### config.mk
export PLATFORM = sky130hd
export DESIGN_NAME = utf8_to_latin1_decoder_flat
export DESIGN_NICKNAME = d
export VERILOG_FILES = /design/src/rtl/u2l_pkg.sv /design/src/rtl/u2l_if.sv /design/src/rtl/utf8_to_latin1_decoder.sv /design/src/rtl/u2l_in_reg.sv /design/src/rtl/u2l_core.sv /design/src/flat_wrapper.sv
export SDC_FILE = /design/constraint.sdc
export NUM_CORES = 1
export LEC_CHECK = 0
export BUFFER_PORTS_ARGS = -buffer_cell sky130_fd_sc_hd__buf_4
export CORE_MARGIN = 5
export CORE_UTILIZATION = 50
export CTS_BUF_LIST = sky130_fd_sc_hd__clkbuf_4 sky130_fd_sc_hd__clkbuf_8
export CTS_CLUSTER_DIAMETER = 120
export DETAILED_ROUTE_END_ITERATION = 10
export GPL_ROUTABILITY_DRIVEN = 1
export PLACE_DENSITY = 0.68
export SETUP_SLACK_MARGIN = 0.15
export SYNTH_ARGS = -nofsm -noshare
export SYNTH_HDL_FRONTEND = slang
export SYNTH_SLANG_ARGS = --single-unit
### constraint.sdc
create_clock -name clk -period 8 [get_ports clk]
set_clock_uncertainty 0.15 [all_clocks]
set_input_delay 1.6 -clock clk [delete_from_list [all_inputs] [get_ports clk]]
set_output_delay 1.6 -clock clk [all_outputs]
set_load 0.01 [all_outputs]
### src/rtl/u2l_pkg.sv
// u2l_pkg: shared codes, constants and helper functions for the UTF-8 to Latin-1 decoder
// no dependencies; used by u2l_core and the testbench
`default_nettype none

package u2l_pkg;

  // result kinds
  localparam logic [1:0] KIND_CHAR    = 2'd0;
  localparam logic [1:0] KIND_VALID   = 2'd1;
  localparam logic [1:0] KIND_INVALID = 2'd2;

  // lead byte classes of an open sequence
  localparam logic [1:0] CLASS_OTHER = 2'd0;
  localparam logic [1:0] CLASS_C2    = 2'd1;
  localparam logic [1:0] CLASS_C3    = 2'd2;

  // byte ranges and mapping constants
  localparam logic [7:0] ASCII_LIMIT = 8'h80;
  localparam logic [7:0] LEAD_MIN    = 8'hC0;
  localparam logic [7:0] LEAD_MAX    = 8'hFD;
  localparam logic [7:0] CONT_MIN    = 8'h80;
  localparam logic [7:0] CONT_MAX    = 8'hBF;
  localparam logic [7:0] LEAD_C2     = 8'd194;
  localparam logic [7:0] LEAD_C3     = 8'd195;
  localparam logic [7:0] C3_OFFSET   = 8'd64;
  localparam logic [7:0] CHAR_UNMAP  = 8'd63;

  // continuation bytes announced by a lead byte, old six-byte form
  function automatic logic [2:0] cont_count(input logic [7:0] lead);
    logic [2:0] n;
    begin
      if (!lead[5]) begin
        n = 3'd1;
      end else if (!lead[4]) begin
        n = 3'd2;
      end else if (!lead[3]) begin
        n = 3'd3;
      end else if (!lead[2]) begin
        n = 3'd4;
      end else begin
        n = 3'd5;
      end
      return n;
    end
  endfunction

endpackage

`default_nettype wire

### src/rtl/u2l_if.sv
// u2l_byte_if and u2l_result_if: valid/ready channels of the decoder
// no dependencies
`default_nettype none

// one string byte per item
interface u2l_byte_if;
  logic       valid;
  logic       ready;
  logic [7:0] in_byte;
  logic       end_of_string;

  modport source (output valid, output in_byte, output end_of_string, input ready);
  modport sink   (input valid, input in_byte, input end_of_string, output ready);
endinterface

// one decoded character or string verdict per item
interface u2l_result_if;
  logic       valid;
  logic       ready;
  logic [7:0] out_char;
  logic [1:0] result_kind;
  logic       last;

  modport source (output valid, output out_char, output result_kind, output last,
                  input ready);
  modport sink   (input valid, input out_char, input result_kind, input last,
                  output ready);
endinterface

`default_nettype wire

### src/rtl/utf8_to_latin1_decoder.sv
// utf8_to_latin1_decoder: top level of the UTF-8 to Latin-1 decoder
// depends on u2l_pkg.sv, u2l_if.sv, u2l_in_reg.sv and u2l_core.sv
//
//  channel    dir   handshake     payload
//  in_ch      in    valid/ready   in_byte[7:0], end_of_string
//  out_ch     out   valid/ready   out_char[7:0], result_kind[1:0], last
//  cfg        in    cfg_write     cfg_data (validate_only)
//
// one byte is accepted every cycle while out_ch does not stall; each byte passes
// through the input register, then through the decode step into the result
// register
// rst is synchronous and clears the mode register, the string state and both valid bits
// when out_ch stalls, the result register holds and in_ch.ready drops once the
// input register is also full
`default_nettype none

module utf8_to_latin1_decoder (
  input  wire          clk,
  input  wire          rst,
  input  wire          cfg_write,
  input  wire          cfg_data,
  u2l_byte_if.sink     in_ch,
  u2l_result_if.source out_ch
);

  // byte channel between the input register and the decode stage
  u2l_byte_if mid ();

  u2l_in_reg u_in_reg (
    .clk    (clk),
    .rst    (rst),
    .in_ch  (in_ch),
    .out_ch (mid)
  );

  u2l_core u_core (
    .clk       (clk),
    .rst       (rst),
    .cfg_write (cfg_write),
    .cfg_data  (cfg_data),
    .in_ch     (mid),
    .out_ch    (out_ch)
  );

endmodule

`default_nettype wire

### src/rtl/u2l_in_reg.sv
// u2l_in_reg: input register stage for string bytes
// depends on u2l_if.sv
`default_nettype none

module u2l_in_reg (
  input  wire          clk,
  input  wire          rst,
  u2l_byte_if.sink     in_ch,
  u2l_byte_if.source   out_ch
);

  logic       valid;
  logic [7:0] in_byte;
  logic       end_of_string;

  // take a new item whenever the stage is empty or drains this cycle
  assign in_ch.ready = !valid || out_ch.ready;

  // control bit
  always_ff @(posedge clk) begin
    if (rst) begin
      valid <= 1'b0;
    end else if (in_ch.ready) begin
      valid <= in_ch.valid;
    end
  end

  // payload
  always_ff @(posedge clk) begin
    if (in_ch.ready && in_ch.valid) begin
      in_byte       <= in_ch.in_byte;
      end_of_string <= in_ch.end_of_string;
    end
  end

  assign out_ch.valid         = valid;
  assign out_ch.in_byte       = in_byte;
  assign out_ch.end_of_string = end_of_string;

endmodule

`default_nettype wire

### src/rtl/u2l_core.sv
// u2l_core: sequence state, one-pass decode step and result register
// depends on u2l_pkg.sv and u2l_if.sv
`default_nettype none

module u2l_core (
  input  wire          clk,
  input  wire          rst,
  input  wire          cfg_write,
  input  wire          cfg_data,
  u2l_byte_if.sink     in_ch,
  u2l_result_if.source out_ch
);

  // mode register
  logic validate_only;

  // string state
  logic [2:0] bytes_remaining;
  logic [7:0] pending_char;
  logic [1:0] lead_class;
  logic       error_seen;
  logic [2:0] bytes_remaining_next;
  logic [7:0] pending_char_next;
  logic [1:0] lead_class_next;
  logic       error_seen_next;

  // result register
  logic       out_valid;
  logic [7:0] out_char;
  logic [1:0] result_kind;
  logic       last;

  // step results
  logic       emit;
  logic [7:0] emit_char;
  logic [1:0] emit_kind;
  logic       emit_last;
  logic       bad;
  logic       done;
  logic [7:0] ch;
  logic [7:0] b;
  logic       eos;
  logic       advance;

  assign b   = in_ch.in_byte;
  assign eos = in_ch.end_of_string;

  // a byte moves on when the result register is free or is being taken
  assign in_ch.ready = !out_valid || out_ch.ready;
  assign advance     = in_ch.valid && in_ch.ready;

  // decode step for the byte in the input register
  always_comb begin
    bytes_remaining_next = bytes_remaining;
    pending_char_next    = pending_char;
    lead_class_next      = lead_class;
    error_seen_next      = error_seen;
    emit      = 1'b0;
    emit_char = 8'd0;
    emit_kind = u2l_pkg::KIND_CHAR;
    emit_last = 1'b0;
    bad       = 1'b0;
    done      = 1'b0;
    ch        = 8'd0;

    if (error_seen) begin
      // drop bytes until the end flag
      if (eos) begin
        bytes_remaining_next = 3'd0;
        pending_char_next    = 8'd0;
        lead_class_next      = u2l_pkg::CLASS_OTHER;
        error_seen_next      = 1'b0;
        if (validate_only) begin
          emit      = 1'b1;
          emit_kind = u2l_pkg::KIND_INVALID;
          emit_last = 1'b1;
        end
      end
    end else begin
      if (bytes_remaining == 3'd0) begin
        // lead position
        if (b < u2l_pkg::ASCII_LIMIT) begin
          ch   = b;
          done = 1'b1;
        end else if (b >= u2l_pkg::LEAD_MIN && b <= u2l_pkg::LEAD_MAX) begin
          bytes_remaining_next = u2l_pkg::cont_count(b);
          if (b == u2l_pkg::LEAD_C2) begin
            lead_class_next   = u2l_pkg::CLASS_C2;
            pending_char_next = 8'd0;
          end else if (b == u2l_pkg::LEAD_C3) begin
            lead_class_next   = u2l_pkg::CLASS_C3;
            pending_char_next = u2l_pkg::C3_OFFSET;
          end else begin
            lead_class_next   = u2l_pkg::CLASS_OTHER;
            pending_char_next = u2l_pkg::CHAR_UNMAP;
          end
        end else begin
          bad = 1'b1;
        end
      end else begin
        // continuation position
        if (b >= u2l_pkg::CONT_MIN && b <= u2l_pkg::CONT_MAX) begin
          if (lead_class != u2l_pkg::CLASS_OTHER) begin
            pending_char_next = pending_char + b;
          end
          bytes_remaining_next = bytes_remaining - 3'd1;
          if (bytes_remaining_next == 3'd0) begin
            ch   = pending_char_next;
            done = 1'b1;
          end
        end else begin
          bad = 1'b1;
        end
      end

      // a sequence cut short by the end flag
      if (eos && !done) begin
        bad = 1'b1;
      end

      if (bad) begin
        bytes_remaining_next = 3'd0;
        pending_char_next    = 8'd0;
        lead_class_next      = u2l_pkg::CLASS_OTHER;
        error_seen_next      = !eos;
        if (eos || !validate_only) begin
          emit      = 1'b1;
          emit_kind = u2l_pkg::KIND_INVALID;
          emit_last = 1'b1;
        end
      end else begin
        if (done) begin
          pending_char_next = 8'd0;
          lead_class_next   = u2l_pkg::CLASS_OTHER;
        end
        if (eos) begin
          bytes_remaining_next = 3'd0;
          pending_char_next    = 8'd0;
          lead_class_next      = u2l_pkg::CLASS_OTHER;
          error_seen_next      = 1'b0;
        end
        if (validate_only) begin
          if (eos) begin
            emit      = 1'b1;
            emit_kind = u2l_pkg::KIND_VALID;
            emit_last = 1'b1;
          end
        end else if (done) begin
          emit      = 1'b1;
          emit_char = ch;
          emit_kind = u2l_pkg::KIND_CHAR;
          emit_last = eos;
        end
      end
    end
  end

  // mode register
  always_ff @(posedge clk) begin
    if (rst) begin
      validate_only <= 1'b0;
    end else if (cfg_write) begin
      validate_only <= cfg_data;
    end
  end

  // string state
  always_ff @(posedge clk) begin
    if (rst) begin
      bytes_remaining <= 3'd0;
      pending_char    <= 8'd0;
      lead_class      <= u2l_pkg::CLASS_OTHER;
      error_seen      <= 1'b0;
    end else if (advance) begin
      bytes_remaining <= bytes_remaining_next;
      pending_char    <= pending_char_next;
      lead_class      <= lead_class_next;
      error_seen      <= error_seen_next;
    end
  end

  // result valid
  always_ff @(posedge clk) begin
    if (rst) begin
      out_valid <= 1'b0;
    end else if (in_ch.ready) begin
      out_valid <= advance && emit;
    end
  end

  // result payload
  always_ff @(posedge clk) begin
    if (advance && emit) begin
      out_char    <= emit_char;
      result_kind <= emit_kind;
      last        <= emit_last;
    end
  end

  assign out_ch.valid       = out_valid;
  assign out_ch.out_char    = out_char;
  assign out_ch.result_kind = result_kind;
  assign out_ch.last        = last;

  // an error leaves no open sequence behind
  assert property (@(posedge clk) disable iff (rst)
    error_seen |-> (bytes_remaining == 3'd0 && lead_class == u2l_pkg::CLASS_OTHER))
    else $error("error state with open sequence");

  // mappable leads always announce exactly one continuation byte
  assert property (@(posedge clk) disable iff (rst)
    lead_class != u2l_pkg::CLASS_OTHER |-> bytes_remaining == 3'd1)
    else $error("mappable lead with wrong remaining count");

  // verdicts carry a zero character and close the string
  assert property (@(posedge clk) disable iff (rst)
    out_valid && result_kind != u2l_pkg::KIND_CHAR |-> out_char == 8'd0 && last)
    else $error("verdict with character or without last");

  // the end flag returns the string state to zero
  assert property (@(posedge clk) disable iff (rst)
    advance && eos |=> bytes_remaining == 3'd0 && !error_seen && pending_char == 8'd0)
    else $error("string state not cleared at end flag");

  // a result is only loaded from an accepted byte
  assert property (@(posedge clk) disable iff (rst)
    !$past(out_valid) && !$past(advance) |-> !out_valid)
    else $error("result appeared without a byte");

endmodule

`default_nettype wire

### src/flat_wrapper.sv
// flat-port wrapper written by rule: the top's interface ports become plain ports
module utf8_to_latin1_decoder_flat 
  (clk, rst, cfg_write, cfg_data, in_ch_valid, in_ch_in_byte, in_ch_end_of_string, in_ch_ready, out_ch_valid, out_ch_out_char, out_ch_result_kind, out_ch_last, out_ch_ready);
  u2l_byte_if in_ch_i ();
  u2l_result_if out_ch_i ();
  input  wire clk;
  input  wire rst;
  input  wire cfg_write;
  input  wire cfg_data;
  input wire logic [$bits(in_ch_i.valid)-1:0] in_ch_valid;
  input wire logic [$bits(in_ch_i.in_byte)-1:0] in_ch_in_byte;
  input wire logic [$bits(in_ch_i.end_of_string)-1:0] in_ch_end_of_string;
  output wire logic [$bits(in_ch_i.ready)-1:0] in_ch_ready;
  output wire logic [$bits(out_ch_i.valid)-1:0] out_ch_valid;
  output wire logic [$bits(out_ch_i.out_char)-1:0] out_ch_out_char;
  output wire logic [$bits(out_ch_i.result_kind)-1:0] out_ch_result_kind;
  output wire logic [$bits(out_ch_i.last)-1:0] out_ch_last;
  input wire logic [$bits(out_ch_i.ready)-1:0] out_ch_ready;
  assign in_ch_i.valid = in_ch_valid;
  assign in_ch_i.in_byte = in_ch_in_byte;
  assign in_ch_i.end_of_string = in_ch_end_of_string;
  assign in_ch_ready = in_ch_i.ready;
  assign out_ch_valid = out_ch_i.valid;
  assign out_ch_out_char = out_ch_i.out_char;
  assign out_ch_result_kind = out_ch_i.result_kind;
  assign out_ch_last = out_ch_i.last;
  assign out_ch_i.ready = out_ch_ready;
  utf8_to_latin1_decoder u_core (.clk(clk), .rst(rst), .cfg_write(cfg_write), .cfg_data(cfg_data), .in_ch(in_ch_i), .out_ch(out_ch_i));
endmodule
## Word-level counts from Yosys, hierarchy flattened

Cells that the tools add are included.

- Add/sub/neg operators: 2
- Multiply operators: 0
- Div/mod/pow operators: 0
- Magnitude comparators: 5
- Eq/ne operators: 8
- Shifts and indexed selects: 0
- Muxes and demuxes: 71
- Bitwise logic cells: 1
- Reduce and logical (&&, ||, !) cells: 25

Operator list:

| operator | number |
|---|---|
| two-way mux 8 bit | 14 |
| two-way mux 3 bit | 11 |
| two-way mux 2 bit | 16 |
| two-way mux 1 bit | 28 |
| == test 8 bit (second input constant) | 2 |
| greater-or-equal comparator 8 bit (second input constant) | 2 |
| <= comparator 8 bit (second input constant) | 2 |
| AND reduction 5 bit | 3 |
| two-way mux 7 bit | 2 |
| nonzero test 4 bit | 3 |
| adder 8 bit | 1 |
| < comparator 8 bit (second input constant) | 1 |
| != test 4 x 1 -> 1 bit (second input constant) | 2 |
| logical AND 1 bit | 6 |
| logical NOT 3 bit | 2 |
| logical NOT 1 bit | 5 |
| != test 5 x 1 -> 1 bit (second input constant) | 1 |
| != test 5 x 2 -> 1 bit (second input constant) | 1 |
| nonzero test 5 bit | 1 |
| != test 4 x 2 -> 1 bit (second input constant) | 1 |
| OR reduction 4 bit | 1 |
| logical OR 1 bit | 3 |
| subtractor 3 x 1 -> 3 bit (second input constant) | 1 |
| != test 2 x 1 -> 1 bit (second input constant) | 1 |
| other kinds (2) | 2 |

- Register bits: 37
- Latch bits: 0
- Bits in writable memories: 0
- Bits in read-only memories: 0
- Bits of input ports: 15
- Output and inout port bits: 13
- Logic and storage cells: 124
- Memories: 0

## Depth between registers and ports, before layout

Gate-level depths: netlist (run 1).

- Depth after elaboration: 13
- Mapped depth: 8
- Depth with buffers taken out: 8

## Hierarchy

A second synthesis (run 1) with hierarchy kept.

- Cells, all modules: 231
- Area total of the unflattened synthesis: 2200.9 sq um

Modules (own cells, without submodules):

| module | times used | cells each | area each (sq um) | sequential area each (sq um) |
|---|---|---|---|---|
| u2l_core | 1 | 217 | 1875.5 | 650.6 |
| u2l_in_reg | 1 | 14 | 325.3 | 290.3 |

## Least setup slack after synthesis (run 1)

Ideal clock, no wire load.

- Kind: input port to output port
- Start point: input port out_ch_ready
- End point: output port in_ch_ready
- Arrival: 1.829 ns
- Required time: 6.250 ns
- Setup slack: 4.421 ns
- Cell stages on the path: 2
- Buffers on the path: 0
- Cells stage by stage: nor2b_1 -> nand2_1

- Word-level cells in the longest chain between the ends: 2

RTL lines:

| element | line | RTL |
|---|---|---|
| from (decl) | flat_wrapper.sv:18 | `input wire logic [$bits(out_ch_i.ready)-1:0] out_ch_ready;` |
| logical OR 1 bit | u2l_core.sv:49 | `assign in_ch.ready = !out_valid \|\| out_ch.ready;` |
| logical OR 1 bit | u2l_in_reg.sv:17 | `assign in_ch.ready = !valid \|\| out_ch.ready;` |
| to (decl) | flat_wrapper.sv:13 | `output wire logic [$bits(in_ch_i.ready)-1:0] in_ch_ready;` |

Every way passes these cells.

## Worst setup path in the final report (run 1)

Same ends and word-level chain as after synthesis.

==> flow_summary.html, run 1 <==
<table>
<tr><th>Metric</th><th>Value</th></tr>
<tr><th colspan="2">Yosys</th></tr>
<tr><td>Synth Warn #</td><td>0</td></tr>
<tr><td>FF+latch count, synth</td><td>37</td></tr>
<tr><td>Avg Cell Area, Syn</td><td>9.347 sq um</td></tr>
<tr><td>Async SR Flop Fraction</td><td>0%</td></tr>
<tr><td>Count of different cell masters after synthesis</td><td>52</td></tr>
<tr><td>Main synth FF type</td><td>sky130_fd_sc_hd__edfxtp_1</td></tr>
<tr><td>Synthesized Nets</td><td>264</td></tr>
<tr><td>Proportion of synthesized chip area in sequential cells</td><td>42.29%</td></tr>
<tr><td>Gate Count Post-Synth</td><td>238</td></tr>
<tr><td>Number of enable-type register cells in the synthesized netlist</td><td>20</td></tr>
<tr><td>Cell area after synthesis</td><td>2225 sq um</td></tr>
<tr><th colspan="2">Power</th></tr>
<tr><td>Seq pwr share</td><td>45.8%</td></tr>
<tr><td>Worst vdd rail ir drop</td><td>0.1152 mV</td></tr>
<tr><td>Portion of total power attributed to combinational logic</td><td>13.8%</td></tr>
<tr><td>Power per cell area</td><td>182.4 nW/um^2</td></tr>
<tr><td>Net switching share of the total power</td><td>23.97%</td></tr>
<tr><td>Internal power</td><td>0.0003616 W</td></tr>
<tr><td>Leakage Power</td><td>0.9919 nW</td></tr>
<tr><td>Share of power burned in the clock network</td><td>40.3%</td></tr>
<tr><td>Sw power</td><td>0.0001140 W</td></tr>
<tr><th colspan="2">Placement</th></tr>
<tr><td>Quantity of I/O buffers inserted on ports</td><td>27</td></tr>
<tr><td>Post-Place Worst Slack</td><td>4175 ps</td></tr>
<tr><td>Weighted congestion reported at the end of routability-driven placement</td><td>0.8100</td></tr>
<tr><td>HPWL after detailed placement</td><td>3777 um</td></tr>
<tr><th colspan="2">Floorplanning</th></tr>
<tr><td>Placeable core area</td><td>4324 sq um</td></tr>
<tr><td>Floorplan die height</td><td>76.70 um</td></tr>
<tr><td>Starting Density</td><td>51.45%</td></tr>
<tr><td>Die boundary width</td><td>76.70 um</td></tr>
<tr><td>Die Area</td><td>5883 sq um</td></tr>
<tr><td>Number of placed I/O pins</td><td>28</td></tr>
<tr><td>Site Rows</td><td>24</td></tr>
<tr><th colspan="2">Timing</th></tr>
<tr><td>Final setup violation count</td><td>0</td></tr>
<tr><td>Achievable Freq</td><td>261.1 MHz</td></tr>
<tr><td>Max_slew headroom</td><td>58.08%</td></tr>
<tr><td>Setup repair after global routing missed its margin</td><td>no</td></tr>
<tr><td>Max-slew violation count</td><td>0</td></tr>
<tr><td>Total Negative Setup Slacks</td><td>0 ps</td></tr>
<tr><td>Pin slew with the least headroom to its limit</td><td>625.9 ps</td></tr>
<tr><td>Period minus WS final</td><td>3830 ps</td></tr>
<tr><td>Slack of the critical path</td><td>4170 ps</td></tr>
<tr><td>Hold Vio Cnt, Final</td><td>0</td></tr>
<tr><td>Final critical-path share of the clock period</td><td>47.88%</td></tr>
<tr><th colspan="2">Route</th></tr>
<tr><td>Number of detailed-routing iterations run before antenna repair</td><td>4</td></tr>
<tr><td>Via/cell ratio</td><td>5.838</td></tr>
<tr><td>Number of design-rule violations left by the first detailed-router iteration</td><td>161</td></tr>
<tr><td>Via count</td><td>1868</td></tr>
<tr><td>Post-route DRC</td><td>0</td></tr>
<tr><td>Post-DRT Antenna Nets</td><td>0</td></tr>
<tr><td>Routed length per instance</td><td>15.55 um</td></tr>
<tr><td>Wirelength, routed</td><td>4977 um</td></tr>
<tr><th colspan="2">Critical path</th></tr>
<tr><td>CP Capture Type</td><td>primary output</td></tr>
<tr><td>Startpoint Class</td><td>primary input</td></tr>
<tr><td>Required time of the worst setup path</td><td>6250 ps</td></tr>
<tr><td>CP max FO</td><td>2</td></tr>
<tr><td>Crit path kind</td><td>primary input to primary output</td></tr>
<tr><td>Data arrival, critical path</td><td>2080 ps</td></tr>
<tr><td>Slack of the worst reg-to-reg path</td><td>5280 ps</td></tr>
<tr><th colspan="2">Clock network</th></tr>
<tr><td>Clock insertion delay at the later pin of the skew report</td><td>290 ps</td></tr>
<tr><td>Register clock-pin slew on the reported worst setup and hold paths</td><td>70 ps</td></tr>
<tr><td>Hold_buf cts</td><td>0</td></tr>
<tr><td>Deepest level of the CTS H-tree</td><td>2</td></tr>
<tr><td>Postcts setup bufs</td><td>0</td></tr>
<tr><td>TritonCTS Buffers</td><td>5</td></tr>
<tr><td>CTS Root Buffer Type</td><td>sky130_fd_sc_hd__clkbuf_8</td></tr>
<tr><td>CTS resizes</td><td>0</td></tr>
<tr><td>Sink count of the clock tree</td><td>37</td></tr>
<tr><td>CTS tree</td><td>yes</td></tr>
<tr><td>Buffer levels on the longest clock path</td><td>2</td></tr>
<tr><th colspan="2">Final layout</th></tr>
<tr><td>Layout cell share with drive strength beyond 1</td><td>17.54%</td></tr>
<tr><td>Ant diodes</td><td>0</td></tr>
<tr><td>Post-layout net count</td><td>293</td></tr>
<tr><td>Most frequent cells in the layout</td><td>sky130_fd_sc_hd__buf_4 (28), sky130_fd_sc_hd__nand2_1 (26), sky130_fd_sc_hd__edfxtp_1 (20), sky130_fd_sc_hd__nor2_1 (19), sky130_fd_sc_hd__dfxtp_1 (17)</td></tr>
<tr><td>Most frequent standard cell in the layout excluding fill and tap cells</td><td>sky130_fd_sc_hd__buf_4</td></tr>
<tr><td>Post-synthesis to final-layout area growth</td><td>17.21%</td></tr>
<tr><th colspan="2">Hold path</th></tr>
<tr><td>Class of the most critical hold timing path</td><td>flip-flop to flip-flop</td></tr>
<tr><th colspan="2">Global routing</th></tr>
<tr><td>Number of antenna violations at the first check in global routing</td><td>0</td></tr>
<tr><td>Largest net degree at the start of global routing</td><td>15</td></tr>
<tr><td>First-pass GRT wire length</td><td>8625 um</td></tr>
<tr><td>Total gr overflow</td><td>0</td></tr>
<tr><td>Total track usage</td><td>18.04%</td></tr>
<tr><td>Number of global-route vias before repair</td><td>1750</td></tr>
<tr><th colspan="2">Outcome</th></tr>
<tr><td>Run status</td><td>complete, no violations</td></tr>
<tr><th colspan="2">Run</th></tr>
<tr><td>Number of max-cap violations</td><td>0</td></tr>
</table>
Yosys cell counts (all sizes together) (3+ instances only):
master / instances / area (sq um)
nand2: 26 / 97.59
edfxtp: 20 / 600.6
nor2: 19 / 71.32
dfxtp: 17 / 340.3
o21ai: 17 / 85.08
a21oi: 16 / 95.10
inv: 12 / 45.04
nand3: 12 / 60.06
ha: 10 / 125.1
nor3: 6 / 30.03
a211oi: 5 / 55.05
a31oi: 5 / 31.28
mux2i: 5 / 50.05
o211ai: 5 / 47.54
a22o: 4 / 35.03
and2: 4 / 25.02
nand2b: 4 / 32.53
a21o: 3 / 22.52
buf: 3 / 15.01
clkbuf: 3 / 11.26
nand4: 3 / 18.77
nor4: 3 / 25.02
o21a: 3 / 22.52
o31ai: 3 / 22.52
o32ai: 3 / 33.79
or2: 3 / 18.77
kinds of logic after synthesis:
kind of cell,Yosys count,share of synthesized area [%]
compound gates,73,23.57
xor+xnor,2,0.7875
fa+ha+maj,11,6.524
buf+inv,18,3.205
flops,37,42.30
mux,6,2.925
simple gates,91,20.70
registers in the layout, summed over array words and instances (netlist names):
| name | cells |
|---|---|
| u_core.u_core.bytes_remaining | 3 |
| u_core.u_in_reg.out_ch.end_of_string | 1 |
| u_core.u_in_reg.out_ch.valid | 1 |
| u_core.u_core.out_ch.last | 1 |
| u_core.u_core.error_seen | 1 |
| u_core.u_core.validate_only | 1 |
| u_core.u_core.out_ch.result_kind | 2 |
| u_core.u_core.pending_char | 8 |
| u_core.u_in_reg.out_ch.in_byte | 8 |
| u_core.u_core.lead_class | 2 |
| u_core.u_core.out_ch.valid | 1 |
| u_core.u_core.out_ch.out_char | 8 |
metal layers:
layer	share of wire (%)	GRT usage, %	vias to the layer above
li1	-	-	954
met1	47	25.24	864
met2	46	26.99	46
met3	6.0	4.450	4
met4	1.2	6.294	0
met5	0	0	-
stage by stage:
stage           power, W  hold WS, ps  std cells  instance area, sq um  utilization (%)
6_report       0.0004755        306.8        320                  2608            60.30
5_1_grt        0.0004973        342.0        320                  2608            60.30
4_1_cts        0.0004790        308.2        320                  2608            60.30
3_5_place_dp   0.0002877        298.2        312                  2474            57.20
3_3_place_gp   0.0002868        292.8        312                  2474            57.20
2_1_floorplan  0.0002652        286.3        238                  2225                -
critical path, cell delays in order:
cell and delay [ps]:
sky130_fd_sc_hd__buf_4 110, sky130_fd_sc_hd__nor2b_1 130, sky130_fd_sc_hd__nand2_1 80, sky130_fd_sc_hd__buf_4 150
path summary, 6_finish.rpt:
check | endpoint | from | depth (start not counted)
worst max-delay path | in_ch_ready | out_ch_ready | 4
worst min-delay path | u_core.u_core.bytes_remaining[1] | u_core.u_core.bytes_remaining[1] | 2
worst max register to register | u_core.u_core.out_ch.out_char[3] | u_core.u_core.bytes_remaining[0] | 8
worst min register to register | u_core.u_core.bytes_remaining[1] | u_core.u_core.bytes_remaining[1] | 2
final cells by class:
type | count | area, sq um
well taps | 52 | 65.06
fillers | 403 | 1717
multi-input cells | 183 | 1212
repair buffers | 28 | 210.2
clock inverters | 3 | 65.06
flip-flops and latches | 37 | 940.9
clock buffers | 5 | 68.82
inverters | 12 | 45.04
power by group through the flow:
stage	combinational, W	sequential [W]	clock, W
finish	0.0000657	0.000218	0.000192
global route	0.0000731	0.000219	0.000205
CTS	0.0000658	0.000218	0.000195
global placement	0.0000648	0.000222	0
detailed placement	0.0000654	0.000222	0
floorplan	0.0000444	0.000221	0
(Power assumes the default switching activity.)
==> run 2: changes to the inputs <==
- clock period: 8 -> 3.8 ns (I/O delays scaled with it)
==> flow_summary.html, run 2 (synthesized netlist as in run 1, its figures left out) <==
<table>
<tr><th>Metric</th><th>Value</th></tr>
<tr><th colspan="2">Final layout</th></tr>
<tr><td>Regs by FF count</td><td>u_core.u_core.out_ch.out_char: 8 flops, u_core.u_core.pending_char: 8 flops, u_core.u_in_reg.out_ch.in_byte: 8 flops</td></tr>
<tr><td>Post-synthesis to final-layout area growth</td><td>15.58%</td></tr>
<tr><td>Number of fill cells in the layout</td><td>407 (+0.99%)</td></tr>
<tr><td>Most frequent standard cell in the layout excluding fill and tap cells</td><td>sky130_fd_sc_hd__buf_4</td></tr>
<tr><td>Final design instance area without fill</td><td>2571 sq um (-1.4%)</td></tr>
<tr><td>Most frequent cells in the layout</td><td>sky130_fd_sc_hd__buf_4 (28), sky130_fd_sc_hd__nand2_1 (26), sky130_fd_sc_hd__edfxtp_1 (20), sky130_fd_sc_hd__nor2_1 (19), sky130_fd_sc_hd__dfxtp_1 (17)</td></tr>
<tr><td>Post-layout net count</td><td>293 (unchanged)</td></tr>
<tr><td>Ant diodes</td><td>0 (unchanged)</td></tr>
<tr><td>Layout cell share with drive strength beyond 1</td><td>17.54% (unchanged)</td></tr>
<tr><th colspan="2">Route</th></tr>
<tr><td>Wirelength, routed</td><td>5103 um (+2.5%)</td></tr>
<tr><td>Post-DRT Antenna Nets</td><td>0 (unchanged)</td></tr>
<tr><td>Number of detailed-routing iterations run before antenna repair</td><td>4 (unchanged)</td></tr>
<tr><td>Routed length per instance</td><td>15.95 um (+2.5%)</td></tr>
<tr><td>Number of design-rule violations left by the first detailed-router iteration</td><td>129 (-20%)</td></tr>
<tr><td>Via count</td><td>1894 (+1.4%)</td></tr>
<tr><td>Via/cell ratio</td><td>5.919 (+1.4%)</td></tr>
<tr><td>Post-route DRC</td><td>0 (unchanged)</td></tr>
<tr><th colspan="2">Power</th></tr>
<tr><td>Portion of total power attributed to combinational logic</td><td>15.7% (+1.9 points)</td></tr>
<tr><td>Seq pwr share</td><td>51.5% (+5.7 points)</td></tr>
<tr><td>Internal power</td><td>0.0006629 W (+83%)</td></tr>
<tr><td>Worst vdd rail ir drop</td><td>0.4031 mV (+250%)</td></tr>
<tr><td>Share of power burned in the clock network</td><td>32.8% (-7.5 points)</td></tr>
<tr><td>Total design power</td><td>0.0008912 W (+87%)</td></tr>
<tr><td>Leakage Power</td><td>0.9761 nW (-1.6%)</td></tr>
<tr><td>Sw power</td><td>0.0002283 W (+100%)</td></tr>
<tr><td>Net switching share of the total power</td><td>25.62% (+1.7 points)</td></tr>
<tr><td>Power per cell area</td><td>346.6 nW/um^2 (+90%)</td></tr>
<tr><th colspan="2">Floorplanning</th></tr>
<tr><td>Number of placed I/O pins</td><td>28 (unchanged)</td></tr>
<tr><td>Die boundary width</td><td>76.70 um (unchanged)</td></tr>
<tr><td>Die Area</td><td>5883 sq um (unchanged)</td></tr>
<tr><td>Starting Density</td><td>51.45% (unchanged)</td></tr>
<tr><td>Placeable core area</td><td>4324 sq um (unchanged)</td></tr>
<tr><td>Site Rows</td><td>24 (unchanged)</td></tr>
<tr><td>Floorplan die height</td><td>76.70 um (unchanged)</td></tr>
<tr><th colspan="2">Placement</th></tr>
<tr><td>HPWL after detailed placement</td><td>3968 um (+5.1%)</td></tr>
<tr><td>Quantity of I/O buffers inserted on ports</td><td>27 (unchanged)</td></tr>
<tr><td>Weighted congestion reported at the end of routability-driven placement</td><td>0.8659 (+6.9%)</td></tr>
<tr><td>Placed Area</td><td>2474 sq um (unchanged)</td></tr>
<tr><td>Post-Place Worst Slack</td><td>1161 ps (-3013 ps)</td></tr>
<tr><th colspan="2">Clock network</th></tr>
<tr><td>Hold_buf cts</td><td>0 (unchanged)</td></tr>
<tr><td>Register clock-pin slew on the reported worst setup and hold paths</td><td>70 ps (about the same)</td></tr>
<tr><td>CTS tree</td><td>yes</td></tr>
<tr><td>Deepest level of the CTS H-tree</td><td>2 (unchanged)</td></tr>
<tr><td>CTS resizes</td><td>0 (unchanged)</td></tr>
<tr><td>Postcts setup bufs</td><td>0 (unchanged)</td></tr>
<tr><td>Sink count of the clock tree</td><td>37 (unchanged)</td></tr>
<tr><td>CTS Root Buffer Type</td><td>sky130_fd_sc_hd__clkbuf_8</td></tr>
<tr><td>TritonCTS Buffers</td><td>5 (unchanged)</td></tr>
<tr><td>Clock insertion delay at the later pin of the skew report</td><td>280 ps (about the same)</td></tr>
<tr><td>Buffer levels on the longest clock path</td><td>2 (unchanged)</td></tr>
<tr><th colspan="2">Global routing</th></tr>
<tr><td>Number of antenna violations at the first check in global routing</td><td>0 (unchanged)</td></tr>
<tr><td>Total track usage</td><td>17.71% (-0.33 points)</td></tr>
<tr><td>First-pass GRT wire length</td><td>8576 um (-0.57%)</td></tr>
<tr><td>Largest net degree at the start of global routing</td><td>15 (unchanged)</td></tr>
<tr><td>Total gr overflow</td><td>0 (unchanged)</td></tr>
<tr><td>Number of global-route vias before repair</td><td>1838 (+5.0%)</td></tr>
<tr><th colspan="2">Timing</th></tr>
<tr><td>Final critical-path share of the clock period</td><td>70.02%</td></tr>
<tr><td>Max-slew violation count</td><td>0 (unchanged)</td></tr>
<tr><td>Pin slew with the least headroom to its limit</td><td>665.2 ps (+39.24 ps)</td></tr>
<tr><td>Slack of the critical path</td><td>1139 ps (-3030 ps)</td></tr>
<tr><td>Max_slew headroom</td><td>55.49% (-2.6 points)</td></tr>
<tr><td>Hold Vio Cnt, Final</td><td>0 (unchanged)</td></tr>
<tr><td>Total Negative Setup Slacks</td><td>0 ps (unchanged)</td></tr>
<tr><td>Period minus WS final</td><td>2661 ps</td></tr>
<tr><td>Final setup violation count</td><td>0 (unchanged)</td></tr>
<tr><td>Setup repair after global routing missed its margin</td><td>no</td></tr>
<tr><td>Achievable Freq</td><td>375.8 MHz</td></tr>
<tr><th colspan="2">Critical path</th></tr>
<tr><td>Critical path startpoint</td><td>u_core.u_core.bytes_remaining[0]</td></tr>
<tr><td>Data arrival, critical path</td><td>2540 ps (+460 ps)</td></tr>
<tr><td>Slowest cell on the critical path</td><td>sky130_fd_sc_hd__and2b_1</td></tr>
<tr><td>Slack of the worst reg-to-reg path</td><td>1140 ps (-4140 ps)</td></tr>
<tr><td>CP max FO</td><td>14 (+12)</td></tr>
<tr><td>Crit path kind</td><td>flip-flop to flip-flop</td></tr>
<tr><td>Launch instance of the worst register-to-register path</td><td>u_core.u_core.bytes_remaining[0]</td></tr>
<tr><td>Largest stage delay, worst path</td><td>490 ps (+340 ps)</td></tr>
<tr><td>Critical path cell sequence</td><td>inv_1 &gt; ha_1 &gt; and2b_1 &gt; o211ai_2 &gt; and2_1 &gt; nor4_2 &gt; nor3_1 &gt; buf_4</td></tr>
<tr><td>Startpoint Class</td><td>flip-flop</td></tr>
<tr><td>Worst R2R End</td><td>u_core.u_core.out_ch.out_char[6]</td></tr>
<tr><td>CP Capture Type</td><td>flip-flop</td></tr>
<tr><td>Required time of the worst setup path</td><td>3680 ps (-2570 ps)</td></tr>
<tr><td>Worst r2r path cells</td><td>8 (unchanged)</td></tr>
<tr><th colspan="2">Hold path</th></tr>
<tr><td>Class of the most critical hold timing path</td><td>flip-flop to flip-flop</td></tr>
<tr><td>Hold Path Sink</td><td>u_core.u_core.bytes_remaining[1]</td></tr>
<tr><td>Hold_sp</td><td>u_core.u_core.bytes_remaining[1]</td></tr>
<tr><td>Worst hold path stage count</td><td>2 (unchanged)</td></tr>
<tr><th colspan="2">Outcome</th></tr>
<tr><td>Run status</td><td>complete, no violations</td></tr>
<tr><th colspan="2">Run</th></tr>
<tr><td>Number of max-cap violations</td><td>0 (unchanged)</td></tr>
</table>
==> run 2: cell count changes in the layout (fill, tap and decap cells not counted), sizes merged <==
cell,previous run,this run
clkbuf,5,8
clkinv,1,0
bufinv,2,0
==> run 2: area by class of cell <==
class / instances / area (sq um) / area share [%]
clock buffer: 8 / 97.59 / 3.796
timing repair buffer: 28 / 210.2 / 8.175
sequential: 37 / 940.9 / 36.59
inverter: 12 / 45.04 / 1.752
multi-input combinational: 183 / 1212 / 47.15
tap: 52 / 65.06 / 2.530
==> run 2: metal layers <==
metal	global-route usage [%]	routed length, um	up-vias	share of wire, %
met5	0	0	-	0
met4	4.720	57	0	1.1
met3	4.567	340	7	6.7
met2	28.01	2352	61	46
met1	23.95	2353	878	46
li1	-	-	948	-
==> run 2: worst max-delay path, delay by kind of cell, from the launching register on <==
| kind | cells | cell delay [ps] |
|---|---|---|
| buffers and inverters | 2 | 300 |
| AOI/OAI and AO/OA | 1 | 240 |
| adders and majority gates | 1 | 300 |
| and+or+nand+nor | 4 | 1110 |
| DFF | 1 | 320 |
==> run 2: stage by stage <==
| step | util [%] | instances | hold WS, ps |
|---|---|---|---|
| 2_1_floorplan | - | 238 | 286.3 |
| 3_3_place_gp | 57.20 | 312 | 294.3 |
| 3_5_place_dp | 57.20 | 312 | 312.6 |
| 4_1_cts | 59.46 | 320 | 321.8 |
| 5_1_grt | 59.46 | 320 | 337.3 |
| 6_report | 59.46 | 320 | 315.5 |
==> run 2: worst max-delay path by stage <==
stage | to | slack [ps] | depth (start not counted)
after floorplan | u_core.u_core.out_ch.last | 1170 | 6
after global placement | u_core.u_core.out_ch.out_char[2] | 1270 | 8
after detailed placement | u_core.u_core.out_ch.out_char[2] | 1160 | 8
after CTS | u_core.u_core.out_ch.out_char[6] | 1140 | 8
after global routing | u_core.u_core.out_ch.out_char[6] | 940 | 8
final | u_core.u_core.out_ch.out_char[6] | 1140 | 8
==> run 2: power groups by stage <==
stage	Combinational [W]	Clock [W]	Sequential (W)
finish	0.000140	0.000292	0.000459
global route	0.000155	0.000323	0.000461
CTS	0.000139	0.000299	0.000459
detailed placement	0.000139	0	0.000468
global placement	0.000137	0	0.000467
floorplan	0.0000934	0	0.000465
==> run 3: changes to the inputs <==
- PLACE_DENSITY: 0.68 -> 0.71
- clock period: 3.8 -> 2.3 ns (I/O delays scaled with it)
==> flow_summary.html, run 3 (synthesized netlist as in run 1, its figures left out) <==
<table>
<tr><th>Metric</th><th>Value</th></tr>
<tr><th colspan="2">Final layout</th></tr>
<tr><td>Layout cell share with drive strength beyond 1</td><td>30.10% (+13 points)</td></tr>
<tr><td>Regs by FF count</td><td>u_core.u_core.out_ch.out_char: 8 flops, u_core.u_core.pending_char: 8 flops, u_core.u_in_reg.out_ch.in_byte: 8 flops</td></tr>
<tr><td>Ant diodes</td><td>0 (unchanged)</td></tr>
<tr><td>Post-layout net count</td><td>314 (+7.2%)</td></tr>
<tr><td>Most frequent cells in the layout</td><td>sky130_fd_sc_hd__buf_4 (46), sky130_fd_sc_hd__nand2_1 (26), sky130_fd_sc_hd__edfxtp_1 (20), sky130_fd_sc_hd__nor2_1 (19), sky130_fd_sc_hd__dfxtp_1 (15)</td></tr>
<tr><td>Post-synthesis to final-layout area growth</td><td>27.84%</td></tr>
<tr><td>Most frequent standard cell in the layout excluding fill and tap cells</td><td>sky130_fd_sc_hd__buf_4</td></tr>
<tr><th colspan="2">Clock network</th></tr>
<tr><td>CTS tree</td><td>yes</td></tr>
<tr><td>TritonCTS Buffers</td><td>5 (unchanged)</td></tr>
<tr><td>Hold_buf cts</td><td>0 (unchanged)</td></tr>
<tr><td>Register clock-pin slew on the reported worst setup and hold paths</td><td>70 ps (about the same)</td></tr>
<tr><td>Buffer levels on the longest clock path</td><td>2 (unchanged)</td></tr>
<tr><td>Clock insertion delay at the later pin of the skew report</td><td>290 ps (about the same)</td></tr>
<tr><td>Deepest level of the CTS H-tree</td><td>2 (unchanged)</td></tr>
<tr><td>Sink count of the clock tree</td><td>37 (unchanged)</td></tr>
<tr><td>CTS Root Buffer Type</td><td>sky130_fd_sc_hd__clkbuf_8</td></tr>
<tr><th colspan="2">Route</th></tr>
<tr><td>Post-DRT Antenna Nets</td><td>0 (unchanged)</td></tr>
<tr><td>Via count</td><td>2030 (+7.2%)</td></tr>
<tr><td>Number of detailed-routing iterations run before antenna repair</td><td>4 (unchanged)</td></tr>
<tr><td>Number of design-rule violations left by the first detailed-router iteration</td><td>169 (+31%)</td></tr>
<tr><td>Via/cell ratio</td><td>5.953 (+0.58%)</td></tr>
<tr><td>Routed length per instance</td><td>16.57 um (+3.9%)</td></tr>
<tr><td>Wirelength, routed</td><td>5649 um (+11%)</td></tr>
<tr><td>Post-route DRC</td><td>0 (unchanged)</td></tr>
<tr><th colspan="2">Floorplanning</th></tr>
<tr><td>Floorplan die height</td><td>76.70 um (unchanged)</td></tr>
<tr><td>Starting Density</td><td>51.45% (unchanged)</td></tr>
<tr><td>Die boundary width</td><td>76.70 um (unchanged)</td></tr>
<tr><td>Number of placed I/O pins</td><td>28 (unchanged)</td></tr>
<tr><td>Die Area</td><td>5883 sq um (unchanged)</td></tr>
<tr><td>Placeable core area</td><td>4324 sq um (unchanged)</td></tr>
<tr><td>Site Rows</td><td>24 (unchanged)</td></tr>
<tr><th colspan="2">Timing</th></tr>
<tr><td>Achievable Freq</td><td>453.3 MHz (+21%)</td></tr>
<tr><td>Period minus WS final</td><td>2206 ps (-454.9 ps)</td></tr>
<tr><td>Total Negative Setup Slacks</td><td>0 ps (unchanged)</td></tr>
<tr><td>Final setup violation count</td><td>0 (unchanged)</td></tr>
<tr><td>Pin slew with the least headroom to its limit</td><td>412.3 ps (-252.9 ps)</td></tr>
<tr><td>Final critical-path share of the clock period</td><td>95.91% (+26 points)</td></tr>
<tr><td>Max-slew violation count</td><td>0 (unchanged)</td></tr>
<tr><td>Hold WS</td><td>192.0 ps (-123.5 ps)</td></tr>
<tr><td>Max_slew headroom</td><td>72.52% (+17 points)</td></tr>
<tr><td>Setup repair after global routing missed its margin</td><td>yes</td></tr>
<tr><td>Hold Vio Cnt, Final</td><td>0 (unchanged)</td></tr>
<tr><th colspan="2">Hold path</th></tr>
<tr><td>Worst hold path stage count</td><td>1 (-1)</td></tr>
<tr><td>Hold_sp</td><td>in_ch_end_of_string</td></tr>
<tr><td>Hold Path Sink</td><td>u_core.u_in_reg.out_ch.end_of_string</td></tr>
<tr><td>Class of the most critical hold timing path</td><td>primary input to flip-flop</td></tr>
<tr><th colspan="2">Placement</th></tr>
<tr><td>HPWL after detailed placement</td><td>4071 um (+2.6%)</td></tr>
<tr><td>Quantity of I/O buffers inserted on ports</td><td>27 (unchanged)</td></tr>
<tr><td>Weighted congestion reported at the end of routability-driven placement</td><td>0.8929 (+3.1%)</td></tr>
<tr><th colspan="2">Power</th></tr>
<tr><td>Internal power</td><td>0.001098 W (+66%)</td></tr>
<tr><td>Seq pwr share</td><td>50.2% (-1.3 points)</td></tr>
<tr><td>Leakage Power</td><td>1.090 nW (+12%)</td></tr>
<tr><td>Share of power burned in the clock network</td><td>30.5% (-2.3 points)</td></tr>
<tr><td>Worst vdd rail ir drop</td><td>0.3722 mV (-7.7%)</td></tr>
<tr><td>Sw power</td><td>0.0004072 W (+78%)</td></tr>
<tr><td>Power per cell area</td><td>529.4 nW/um^2 (+53%)</td></tr>
<tr><td>Net switching share of the total power</td><td>27.05% (+1.4 points)</td></tr>
<tr><td>Portion of total power attributed to combinational logic</td><td>19.2% (+3.5 points)</td></tr>
<tr><th colspan="2">Critical path</th></tr>
<tr><td>Startpoint Class</td><td>flip-flop</td></tr>
<tr><td>CP Capture Type</td><td>flip-flop</td></tr>
<tr><td>Crit path kind</td><td>flip-flop to flip-flop</td></tr>
<tr><td>Worst r2r path cells</td><td>7 (-1)</td></tr>
<tr><td>Launch instance of the worst register-to-register path</td><td>u_core.u_in_reg.out_ch.in_byte[0]</td></tr>
<tr><td>Data arrival, critical path</td><td>2100 ps (-440 ps)</td></tr>
<tr><td>Worst R2R End</td><td>u_core.u_core.out_ch.out_char[5]</td></tr>
<tr><td>Slack of the worst reg-to-reg path</td><td>90 ps (-1050 ps)</td></tr>
<tr><td>Required time of the worst setup path</td><td>2200 ps (-1480 ps)</td></tr>
<tr><td>CP max FO</td><td>4 (-10)</td></tr>
<tr><th colspan="2">Run</th></tr>
<tr><td>Number of max-cap violations</td><td>0 (unchanged)</td></tr>
<tr><th colspan="2">Global routing</th></tr>
<tr><td>Largest net degree at the start of global routing</td><td>14 (-1)</td></tr>
<tr><td>Total track usage</td><td>19.11% (+1.4 points)</td></tr>
<tr><td>Number of global-route vias before repair</td><td>1905 (+3.6%)</td></tr>
<tr><td>Number of antenna violations at the first check in global routing</td><td>0 (unchanged)</td></tr>
<tr><td>Total gr overflow</td><td>0 (unchanged)</td></tr>
<tr><td>First-pass GRT wire length</td><td>9177 um (+7.0%)</td></tr>
<tr><th colspan="2">Outcome</th></tr>
<tr><td>Run status</td><td>complete, no violations</td></tr>
</table>
-- run 3: cell types whose count changed in the layout (fill, tap and decap cells not counted), sizes merged --
| cell | change |
|---|---|
| buf | +21 |
| clkinv | +1 |
| clkbuf | -1 |
-- run 3: area by class of cell --
cell class                 instances  area (sq um)
clock buffer                       7         83.83
clock inverter                     1         3.754
fill                             370          1480
inverter                          12         45.04
multi-input combinational        183          1315
sequential                        37         943.4
tap                               52         65.06
timing repair buffer              49         387.9
-- run 3: metrics by stage --
stage               total power [W]  std cells  area [sq um]  worst slack [ps]  utilization (%)
floorplan                 0.0009266        238          2248             124.3                -
global placement           0.001029        328          2630             51.78            60.82
detailed placement         0.001033        328          2630            -7.834            60.82
CTS                        0.001502        340          2801             104.7            64.79
global route               0.001578        341          2844             27.72            65.77
finish                     0.001505        341          2844             94.15            65.77
-- run 3: what timing repair did --
item                       CTS  global route
setup endpoints to repair   18            22
pin swaps                    8             5
buffers inserted             4             1
gates resized for setup     11            13
-- run 3: power by group through the flow --
stage	clock network [W]	registers, W	logic, W
global route	0.000505	0.000760	0.000314
detailed placement	0	0.000769	0.000264
global placement	0	0.000768	0.000261
CTS	0.000468	0.000755	0.000279
finish	0.000460	0.000756	0.000289
floorplan	0	0.000768	0.000158
-- run 3: how the worst max path moves through the flow --
| stage | to | start | cells past startpoint |
|---|---|---|---|
| 2_1_floorplan | u_core.u_core.pending_char[6] | u_core.u_in_reg.out_ch.in_byte[0] | 8 |
| 3_3_place_gp | u_core.u_core.out_ch.out_char[2] | u_core.u_core.bytes_remaining[0] | 8 |
| 3_5_place_dp | u_core.u_core.out_ch.out_char[2] | u_core.u_core.bytes_remaining[0] | 8 |
| 4_1_cts | u_core.u_core.pending_char[6] | u_core.u_in_reg.out_ch.in_byte[0] | 8 |
| 5_1_grt | u_core.u_core.pending_char[6] | u_core.u_in_reg.out_ch.in_byte[0] | 8 |
| 6_report | u_core.u_core.out_ch.out_char[5] | u_core.u_in_reg.out_ch.in_byte[0] | 7 |
-- run 3: layer usage --
layer / vias to the layer above / global-route usage [%] / wire length, um / part of all wire, %
li1: 996 / - / - / -
met2: 68 / 30.22 / 2657 / 47
met3: 13 / 3.162 / 376 / 6.7
met4: 0 / 7.517 / 103 / 1.8
met5: - / 0 / 0 / 0
met1: 953 / 25.94 / 2512 / 44
-- run 3: critical path, cell delays in order (launching register included) --
cell and delay [ps]:
sky130_fd_sc_hd__edfxtp_1 430, sky130_fd_sc_hd__ha_4 190, sky130_fd_sc_hd__buf_4 140, sky130_fd_sc_hd__a211oi_4 280, sky130_fd_sc_hd__o21bai_1 150, sky130_fd_sc_hd__a211oi_2 290, sky130_fd_sc_hd__o31ai_1 100, sky130_fd_sc_hd__a22o_1 230
